### config.mk
export PLATFORM = sky130hd
export DESIGN_NAME = nsd_sqrt
export DESIGN_NICKNAME = d
export VERILOG_FILES = /design/src/sv/nsd_pkg.sv /design/src/sv/nsd_sqrt.sv
export SDC_FILE = /design/constraint.sdc
export NUM_CORES = 1
export LEC_CHECK = 0
export ABC_AREA = 1
export ABC_CLOCK_PERIOD_IN_PS = 5900
export BUFFER_PORTS_ARGS = -buffer_cell sky130_fd_sc_hd__buf_2
export CORE_AREA = 2 2 136 138
export CTS_CLUSTER_DIAMETER = 30
export DETAILED_ROUTE_END_ITERATION = 7
export DIE_AREA = 0 0 138 140
export GPL_TIMING_DRIVEN = 0
export PLACE_DENSITY_LB_ADDON = 0.3
export SLEW_MARGIN = 20
export SYNTH_ARGS = -nofsm -noshare
export SYNTH_HDL_FRONTEND = slang
export SYNTH_SLANG_ARGS = --single-unit
### constraint.sdc
create_clock -name clk_i -period 5.9 [get_ports clk_i]
set_clock_uncertainty 0.1 [all_clocks]
set_input_delay 0.295 -clock clk_i [delete_from_list [all_inputs] [get_ports clk_i]]
set_output_delay 0.295 -clock clk_i [all_outputs]
set_load 0.03 [all_outputs]
### src/sv/nsd_pkg.sv
package nsd_pkg;

  localparam int unsigned MaxSpheres = 256;
  localparam int unsigned IdxW = $clog2(MaxSpheres);
  localparam int unsigned CntW = IdxW + 1;
  localparam int unsigned CoordW = 32;
  localparam int unsigned RadW = 31;
  localparam int unsigned DistW = 34;
  localparam int unsigned SqW = 66;
  localparam int unsigned RootW = 34;
  localparam int unsigned EntryW = 3 * CoordW + RadW;

  typedef enum logic [1:0] {
    ActWrite   = 2'd0,
    ActSurface = 2'd1,
    ActCenter  = 2'd2,
    ActNone    = 2'd3
  } action_e;

  typedef struct packed {
    logic [CoordW-1:0] x;
    logic [CoordW-1:0] y;
    logic [CoordW-1:0] z;
    logic [RadW-1:0]   r;
  } entry_t;

endpackage

### src/sv/nsd_sqrt.sv
module nsd_sqrt (
  input  logic                      clk_i,
  input  logic                      rst_ni,
  input  logic                      start_i,
  input  logic [nsd_pkg::SqW-1:0]   rad_i,
  output logic                      done_o,
  output logic [nsd_pkg::RootW-1:0] root_o
);
  import nsd_pkg::*;

  localparam int unsigned StepW = $clog2(RootW + 1);

  logic [SqW-1:0]   rem_q, rem_d;
  logic [RootW-1:0] root_q, root_d;
  logic [StepW-1:0] step_q, step_d;
  logic             busy_q, busy_d;
  logic             done_q, done_d;
  logic [SqW+1:0]   trial;
  logic [SqW-1:0]   bits_q, bits_d;
  logic [SqW+1:0]   rem_sh;

  // Restoring square root, one result bit each cycle, two radicand bits in.
  // The radicand holds SqW/2 bit pairs, so that many steps give the root.
  always_comb begin
    rem_sh = {rem_q, bits_q[SqW-1 -: 2]};
    trial  = rem_sh - {{(SqW-RootW){1'b0}}, root_q, 2'b01};
    rem_d  = rem_q;
    root_d = root_q;
    bits_d = bits_q;
    step_d = step_q;
    busy_d = busy_q;
    done_d = 1'b0;
    if (start_i) begin
      rem_d  = '0;
      root_d = '0;
      bits_d = rad_i;
      step_d = StepW'(SqW / 2);
      busy_d = 1'b1;
    end else if (busy_q) begin
      if (!trial[SqW+1]) begin
        rem_d  = trial[SqW-1:0];
        root_d = {root_q[RootW-2:0], 1'b1};
      end else begin
        rem_d  = rem_sh[SqW-1:0];
        root_d = {root_q[RootW-2:0], 1'b0};
      end
      bits_d = {bits_q[SqW-3:0], 2'b00};
      step_d = step_q - 1'b1;
      if (step_q == StepW'(1)) begin
        busy_d = 1'b0;
        done_d = 1'b1;
      end
    end
  end

  always_ff @(posedge clk_i or negedge rst_ni) begin
    if (!rst_ni) begin
      busy_q <= 1'b0;
      done_q <= 1'b0;
      step_q <= '0;
    end else begin
      busy_q <= busy_d;
      done_q <= done_d;
      step_q <= step_d;
    end
  end

  always_ff @(posedge clk_i) begin
    rem_q  <= rem_d;
    root_q <= root_d;
    bits_q <= bits_d;
  end

  assign done_o = done_q;
  assign root_o = root_q;

endmodule

Word level (Yosys, flattened, before mapping)
Index checks and enable logic that the tools add are counted.
- bitwise operators: 0
- eq/ne operators: 1
- multiply operators: 0
- shifts and indexed selects: 0
- $add $sub $neg: 2
- mux-type cells: 12
- magnitude comparators: 0
- div/mod/pow operators: 0
- reduce and logical (&&, ||, !) cells: 1
- operators with widths (operator ; number):
    two-way mux 66 bit ; 3
    subtractor 68 x 36 -> 68 bit ; 1
    two-way mux 6 bit ; 2
    two-way mux 1 bit ; 7
    equality test 6 x 1 -> 1 bit (second input constant) ; 1
    subtractor 6 x 1 -> 6 bit (second input constant) ; 1
    nonzero test 2 bit ; 1
- ROM bits: 0
- bits of input ports: 69
- bits in writable memories: 0
- word-level logic and storage cells: 22
- output and inout port bits: 35
- flip-flop bits (word level): 174
- memories kept: 0
- bits in latches: 0

Logic depth before layout (Yosys ltp)
Gate-level depths: netlist of run 1.
- word-level depth: 4
- gate-level depth with buffers: 21
- gate-level depth less buffers: 20

Worst setup path after synthesis of run 1
OpenSTA, ideal clock, no wires.
- kind: register to register
- start point: register busy_q
- end point: register bits_q[0], enable pin
- path slack: 2630 ps
- clock period less this slack: 3270 ps
- cell stages (with the launch flop): 5
- arrival time: 2713 ps
- path buffers: 2
- cells stage by stage: dfrtp_1 clkbuf_1 nor2_1 inv_1 clkbuf_1
- longest elaborated chain between the ends: 1
- RTL lines (item ; RTL line ; source):
    from (decl) ; nsd_sqrt.sv:16 ; logic busy_q, busy_d;
    from (signal assigned) ; nsd_sqrt.sv:62 ; busy_q <= busy_d;
    nonzero test 2 bit (no source line) ; -- ;
    to (signal assigned) ; nsd_sqrt.sv:71 ; bits_q <= bits_d;
    to (decl) ; nsd_sqrt.sv:19 ; logic [SqW-1:0] bits_q, bits_d;
No other way between the ends.
A chain may end at the register's enable or synchronous reset.

Worst setup path after layout of run 1
- start point: register root_q[1], in the netlist root_o[1]
- end point: register rem_q[65]
- longest elaborated chain between the ends: 2
- RTL lines (item ; RTL line ; source):
    from (decl) ; nsd_sqrt.sv:14 ; logic [RootW-1:0] root_q, root_d;
    from (signal assigned) ; nsd_sqrt.sv:70 ; root_q <= root_d;
    subtractor 68 x 36 -> 68 bit ; nsd_sqrt.sv:26 ; trial = rem_sh - {{(SqW-RootW){1'b0}}, root_q, 2'b01};
    two-way mux 66 bit ; nsd_sqrt.sv:40 ; if (!trial[SqW+1]) begin
    to (signal assigned) ; nsd_sqrt.sv:69 ; rem_q <= rem_d;
    to (decl) ; nsd_sqrt.sv:13 ; logic [SqW-1:0] rem_q, rem_d;
No other way between the ends.

==> results of run 1 <==
cells by family (layout without fill, tap and decap cells):
kind of cell | count (synthesis) | in the layout | share of synthesized area, %
simple gates | 1198 | 1198 | 42.18
fa+ha+maj | 37 | 37 | 3.993
buf+inv | 312 | 448 | 10.58
flops | 174 | 174 | 36.09
compound gates | 96 | 96 | 4.663
xor+xnor | 33 | 33 | 2.493
cell type report:
type | count | area, um2
clock buffer | 17 | 425.4
inverter | 257 | 964.7
clock inverter | 15 | 205.2
buffer | 55 | 265.3
multi-input combinational | 1364 | 6182
sequential | 174 | 4184
timing repair buffer | 104 | 540.5
tap | 229 | 286.5
fill | 1516 | 4726
routing by layer:
metal,routed length (um),global-route usage [%]
met5,0,0
met4,1103,13.27
met3,2873,5.846
met2,15300,57.66
met1,14490,46.47
stage by stage:
step           cell area, um2  util [%]  hold WS, ns
4_1_cts                 13050     73.42     0.004160
3_5_place_dp            12410     69.82      0.04329
3_3_place_gp            12390     69.68      0.04527
6_report                13050     73.42      0.01473
2_1_floorplan           11590         -      -0.1006
5_1_grt                 13050     73.42      0.01073
layout by cell type, fill, tap and decap left out, drive strengths merged, types with 8 or more instances in the layout:
| cell type | synthesis | layout |
|---|---|---|
| clkbuf | 32 | 49 |
| nor3 | 26 | 26 |
| dfxtp | 100 | 100 |
| nand3b | 9 | 9 |
| edfxtp | 66 | 66 |
| o22ai | 35 | 35 |
| dfrtp | 8 | 8 |
| inv | 256 | 264 |
| nand3 | 135 | 135 |
| nor2 | 120 | 120 |
| nand4 | 13 | 13 |
| ha | 37 | 37 |
| nand2 | 885 | 885 |
| xor2 | 29 | 29 |
| buf | 23 | 126 |
| a21oi | 39 | 39 |
| o21ai | 15 | 15 |
critical path, cell delays in order, from the launching register on:
cell and delay [ns]:
dfxtp_1 0.34, inv_1 0.09, ha_1 0.40, nand2_1 0.17, inv_1 0.07, nand2_1 0.09
nand2_1 0.05, nand2_1 0.06, nand3_1 0.23, nand2_1 0.13, nand2_1 0.17, nand2_1 0.11
nand2_1 0.14, a21oi_1 0.44, nand4_1 0.15, nand3_1 0.11, nand2_1 0.05
power breakdown:
part           switching [W]  internal (W)
clock network       0.000585      0.000621
registers           0.000269       0.00153
logic                0.00340       0.00161
total                0.00426       0.00376
registers in the layout, indices dropped and copies added, names as in the netlist:
register and count:
bits_q 66, root_o 34, done_o 1, busy_q 1, rem_q 66, step_q 6
synth_stat cells (26+ instances only):
cell      number  area share [%]
a21oi_1       39             1.7
clkbuf_1      32             1.0
dfxtp_1      100              17
edfxtp_1      66              17
ha_1          37             4.0
inv_1        252             8.2
nand2_1      878              28
nand3_1      132             5.7
nor2_1       113             3.7
nor3_1        26             1.1
o22ai_1       35             1.9
xor2_1        29             2.2
timing repair:
action / in CTS / in global routing
gates resized for setup: 0 / 0
hold endpoints to repair: 8 / 0
hold buffers: 1 / 0
final timing paths:
| kind | cells past startpoint | slack, ns | start | end |
|---|---|---|---|---|
| max | 16 | 2.90 | root_o[1]$_SDFFE_PP0P_ | rem_q[65]$_SDFFE_PP0P_ |
| min | 3 | 0.01 | rad_i[1] | bits_q[1]$_SDFFCE_PN0P_ |
| max reg2reg | 16 | 2.90 | root_o[1]$_SDFFE_PP0P_ | rem_q[65]$_SDFFE_PP0P_ |
| min reg2reg | 2 | 0.38 | rem_q[12]$_SDFFE_PP0P_ | rem_q[12]$_SDFFE_PP0P_ |
| max in group asynchronous | 2 | 5.37 | rst_ni | step_q[4]$_DFFE_PN0P_ |
| min in group asynchronous | 2 | 0.15 | rst_ni | step_q[3]$_DFFE_PN0P_ |
==> flow_metrics.env, run 1 <==
export IMPL_finalCritPeriodShare_pct=50.93
export IMPL_dp_cells=2182
export IMPL_start_util_pct=65.20
export IMPL_grt_ovfl_total=0
export IMPL_pre_cts_slack_ns=3.019
export IMPL_syn_avg_cell_area_um2=6.266
export IMPL_power_density_nw_per_um2=614.3
export IMPL_vias_per_cell=5.444
export IMPL_syn_instance_count=1850
export IMPL_grt_max_degree=41
export IMPL_dpl_hpwl_um=25990
export IMPL_clk_path_buf_depth=2
export IMPL_hp_class="primary input to flip-flop"
export IMPL_worst_pin_slew_ns=0.7690
export IMPL_dr_pass1_iters=7
export IMPL_detail_route_wl_per_cell_um=15.25
export IMPL_drtIter0Drc=1017
export IMPL_synth_ff_type="dfxtp_1"
export IMPL_max_cap_violations=0
export IMPL_place_gp_congestion=1.016
export IMPL_drv_slew=0
export IMPL_port_buffers=102
export IMPL_timing_final_ws_setup_ns=2.895
export IMPL_synth_seq_cells=174
export IMPL_grt_pass1_vias=11300
export IMPL_worstSetupStartpointType="flip-flop"
export IMPL_clk_latency_ns=0.44
export IMPL_fmax_mhz=332.8
export IMPL_clock_sinks=174
export IMPL_outcome="finished clean"
export IMPL_finalHoldViolCount=0
export IMPL_vias=12060
export IMPL_synthesis_area_um2=11590
export IMPL_n_antenna_cell=0
export IMPL_critPathMaxFanout=6
export IMPL_cts_root_buf="clkbuf_16"
export IMPL_grt_usage_pct=34.96
export IMPL_fin_cells=2215
export IMPL_syn_num_nets=1956
export IMPL_finalSetupViolations=0
export IMPL_critPathKind="flip-flop to flip-flop"
export IMPL_path_clk_slew_ns=0.07
export IMPL_rsz0062_at_grt="no"
export IMPL_die_y_um=140
export IMPL_synth_cell_types=42
export IMPL_fin_crit_ns=3.005
export IMPL_antenna_found_initial=0
export IMPL_cp_arrival_ns=3.24
export IMPL_postCtsSetupRepairBufs=0
export IMPL_synthToLayoutAreaGrowth_pct=12.61
export IMPL_numCtsBuffers=17
export IMPL_total_power_w=0.008019
export IMPL_htreeDepth=4
export IMPL_cts_tree="yes"
export IMPL_drive_above_1_share_pct=8.812
export IMPL_irDropWorstVdd_v=0.0003731
export IMPL_p_leak_nw=7.076
export IMPL_io_pins=104
export IMPL_grt_pass1_wl_um=54650
export IMPL_wl_um=33770
export IMPL_rows=49
export IMPL_drc=0
export IMPL_synth_edff_count=66
export IMPL_end_kind="flip-flop"
export IMPL_async_flop_share_pct=4.598
export IMPL_die_area_um2=19320
export IMPL_relSlewSlack_pct=48.73
export IMPL_postRouteAntennaNets=0
export IMPL_worst_ep_required_time_ns=6.14
export IMPL_final_nets=2079
export IMPL_ys_seq_area_share_pct=36.09
export IMPL_core_area_um2=17780
export IMPL_die_x_um=138
export IMPL_setup_tns_ns=0
export IMPL_yosysWarnings=0
Note: power is estimated with default switching activity, not from simulation.
==> run 2: changes to the inputs <==
--- a/config.mk
+++ b/config.mk
@@ -6,12 +6,12 @@
 export NUM_CORES = 1
 export LEC_CHECK = 0
 export ABC_AREA = 1
-export ABC_CLOCK_PERIOD_IN_PS = 5900
+export ABC_CLOCK_PERIOD_IN_PS = 2800
 export BUFFER_PORTS_ARGS = -buffer_cell sky130_fd_sc_hd__buf_2
-export CORE_AREA = 2 2 136 138
+export CORE_AREA = 2 2 141 143
 export CTS_CLUSTER_DIAMETER = 30
 export DETAILED_ROUTE_END_ITERATION = 7
-export DIE_AREA = 0 0 138 140
+export DIE_AREA = 0 0 143 145
 export GPL_TIMING_DRIVEN = 0
 export PLACE_DENSITY_LB_ADDON = 0.3
 export SLEW_MARGIN = 20
==> constraint.sdc (replaced) <==
create_clock -name clk_i -period 2.8 [get_ports clk_i]
set_clock_uncertainty 0.1 [all_clocks]
set_input_delay 0.14 -clock clk_i [delete_from_list [all_inputs] [get_ports clk_i]]
set_output_delay 0.14 -clock clk_i [all_outputs]
set_load 0.03 [all_outputs]
==> run 2 against run 1 <==
Net effect: die area is 7.3% higher; register-to-register slack worse by 2.8 ns; sequential cell count did not move; global-route usage is 2.9 points higher; cell count increased by 4.8%; wire length up 20%; worst hold slack improved by 0.36 ns; critical path type unchanged; largest power group unchanged.
==> flow_metrics.env, run 2 (synthesized netlist as in run 1, its figures left out) <==
export IMPL_layout_common_cells="nand2_1 (861), inv_1 (246), nand3_1 (131), buf_2 (110), nor2_1 (104)"
export IMPL_grt_pass1_vias=12000
export IMPL_vias_per_cell=5.483
export IMPL_min_to="rem_q[24]$_SDFFE_PP0P_"
export IMPL_fill_cells=1495
export IMPL_clk_latency_ns=0.47
export IMPL_antenna_found_initial=0
export IMPL_worst_pin_slew_ns=0.7676
export IMPL_drive_above_1_share_pct=11.72
export IMPL_worst_ep_required_time_ns=3.07
export IMPL_crit_top_cell="nand2_1"
export IMPL_rr_worst_depth=21
export IMPL_dpl_hpwl_um=26770
export IMPL_start_util_pct=60.35
export IMPL_max_cap_violations=0
export IMPL_p_leak_nw=7.410
export IMPL_irDropWorstVdd_v=0.0006698
export IMPL_clock_sinks=174
export IMPL_grt_pass1_wl_um=61480
export IMPL_clk_path_buf_depth=2
export IMPL_cts_tree="yes"
export IMPL_die_area_um2=20740
export IMPL_fin_crit_ns=2.750
export IMPL_grt_usage_pct=37.89
export IMPL_die_y_um=145
export IMPL_cts_root_buf="clkbuf_16"
export IMPL_detail_route_wl_per_cell_um=17.45
export IMPL_finalInstanceArea_um2=14290
export IMPL_rows=51
export IMPL_end_kind="flip-flop"
export IMPL_drv_slew=0
export IMPL_r2r_slack_ns=0.05
export IMPL_numCtsBuffers=17
export IMPL_slowest_stage="ha_1"
export IMPL_synthToLayoutAreaGrowth_pct=23.23
export IMPL_worstSetupStartpointType="flip-flop"
export IMPL_die_x_um=143
export IMPL_critPathMaxFanout=7
export IMPL_worst_path_largest_cell_delay_ns=0.36
export IMPL_power_density_nw_per_um2=1266
export IMPL_final_common_cell="nand2_1"
export IMPL_drtIter0Drc=1350
export IMPL_io_pins=104
export IMPL_placedInstanceArea_um2=12470
export IMPL_r2r_start="root_o[24]$_SDFFE_PP0P_"
export IMPL_path_clk_slew_ns=0.11
export IMPL_postRouteAntennaNets=0
export IMPL_timing_hold_ws_ns=0.3784
export IMPL_vias=12730
export IMPL_cp_cell_sequence="inv_1 > ha_1 > nand2_1 > inv_1 > nand2_1 > nand2_1 > inv_1 > nand2_1 > nand2_1 > nand2_1 > inv_2 > nand2_2 > nand2_4 > nand2_8 > nand2_8 > nand2_8 > buf_4 > nand2_1 > nand2_1 > nand2_1 > nand2_1"
export IMPL_drc=0
export IMPL_wl_um=40500
export IMPL_cp_arrival_ns=3.02
export IMPL_grt_max_degree=61
export IMPL_place_gp_congestion=1.027
export IMPL_holdPathStages=2
export IMPL_critPathKind="flip-flop to flip-flop"
export IMPL_outcome="finished clean"
export IMPL_n_antenna_cell=0
export IMPL_dr_pass1_iters=6
export IMPL_grt_ovfl_total=0
export IMPL_fmax_mhz=363.6
export IMPL_core_area_um2=19210
export IMPL_rr_endpoint="rem_q[3]$_SDFFE_PP0P_"
export IMPL_relSlewSlack_pct=48.83
export IMPL_htreeDepth=4
export IMPL_finalHoldViolCount=0
export IMPL_final_nets=2149
export IMPL_port_buffers=102
export IMPL_finalCritPeriodShare_pct=98.22
export IMPL_min_from="rem_q[24]$_SDFFE_PP0P_"
export IMPL_hp_class="flip-flop to flip-flop"
export IMPL_finalSetupViolations=0
## run 2: worst max path at each step
stage / cells after the start / start / slack, ns / end
final: 21 / root_o[24]$_SDFFE_PP0P_ / 0.05 / rem_q[3]$_SDFFE_PP0P_
after global routing: 20 / root_o[19]$_SDFFE_PP0P_ / -0.08 / rem_q[0]$_SDFFE_PP0P_
after CTS: 18 / root_o[12]$_SDFFE_PP0P_ / 0.002 / rem_q[0]$_SDFFE_PP0P_
after global placement: 18 / root_o[11]$_SDFFE_PP0P_ / -0.1 / rem_q[2]$_SDFFE_PP0P_
after detailed placement: 18 / root_o[11]$_SDFFE_PP0P_ / -0.12 / rem_q[2]$_SDFFE_PP0P_
after floorplan: 18 / root_o[32]$_SDFFE_PP0P_ / 0.26 / rem_q[50]$_SDFFE_PP0P_
## run 2: power breakdown
part	switching (W)	leakage [nW]	internal, W
logic	0.00771	5.48	0.00395
clock network	0.00134	0.287	0.00122
registers	0.000637	1.64	0.00323
total	0.00968	7.41	0.00841
## run 2: final cells by class
class	instances	area, um2	area share (%)
Multi-Input combinational cell	1364	6670	46.69
Clock inverter	15	176.4	1.235
Buffer	55	291.5	2.041
Clock buffer	17	425.4	2.978
Inverter	257	964.7	6.753
Sequential cell	174	4184	29.29
Timing Repair Buffer	174	1241	8.689
Tap cell	265	331.6	2.321
## run 2: through the flow
stage	util (%)	std cells	TNS (ns)	setup WS (ns)	power (W)
6_report	74.37	2321	0	0.04974	0.01809
5_1_grt	74.37	2321	-0.2451	-0.07530	0.01945
4_1_cts	71.92	2319	0	0.001968	0.01681
3_5_place_dp	64.90	2218	-2.348	-0.1238	0.01407
3_3_place_gp	64.74	2217	-5.424	-0.09581	0.01394
2_1_floorplan	-	1850	0	0.2612	0.01136
## run 2: worst max-delay path: cells and delay by family (launching register included)
| kind | cells | cell delay (ns) |
|---|---|---|
| adders and majority gates | 1 | 0.36 |
| DFF | 1 | 0.32 |
| buffers and inverters | 5 | 0.42 |
| and+or+nand+nor | 15 | 1.45 |
## run 2: what timing repair did
action / 4_1_cts / 5_1_grt
pin swaps: 2 / 7
endpoints found under the setup margin: 42 / 97
resized for setup: 9 / 81
hold buffers: 68 / 0
buffers inserted: 1 / 2
endpoints found under the hold margin: 74 / 0
## run 2: per-layer routing
layer	vias up	share of wire [%]	track usage (%)
li1	6121	-	-
met1	5716	40	50.62
met2	752	46	60.12
met3	138	10	7.063
met4	0	4.0	15.84
met5	-	0	0
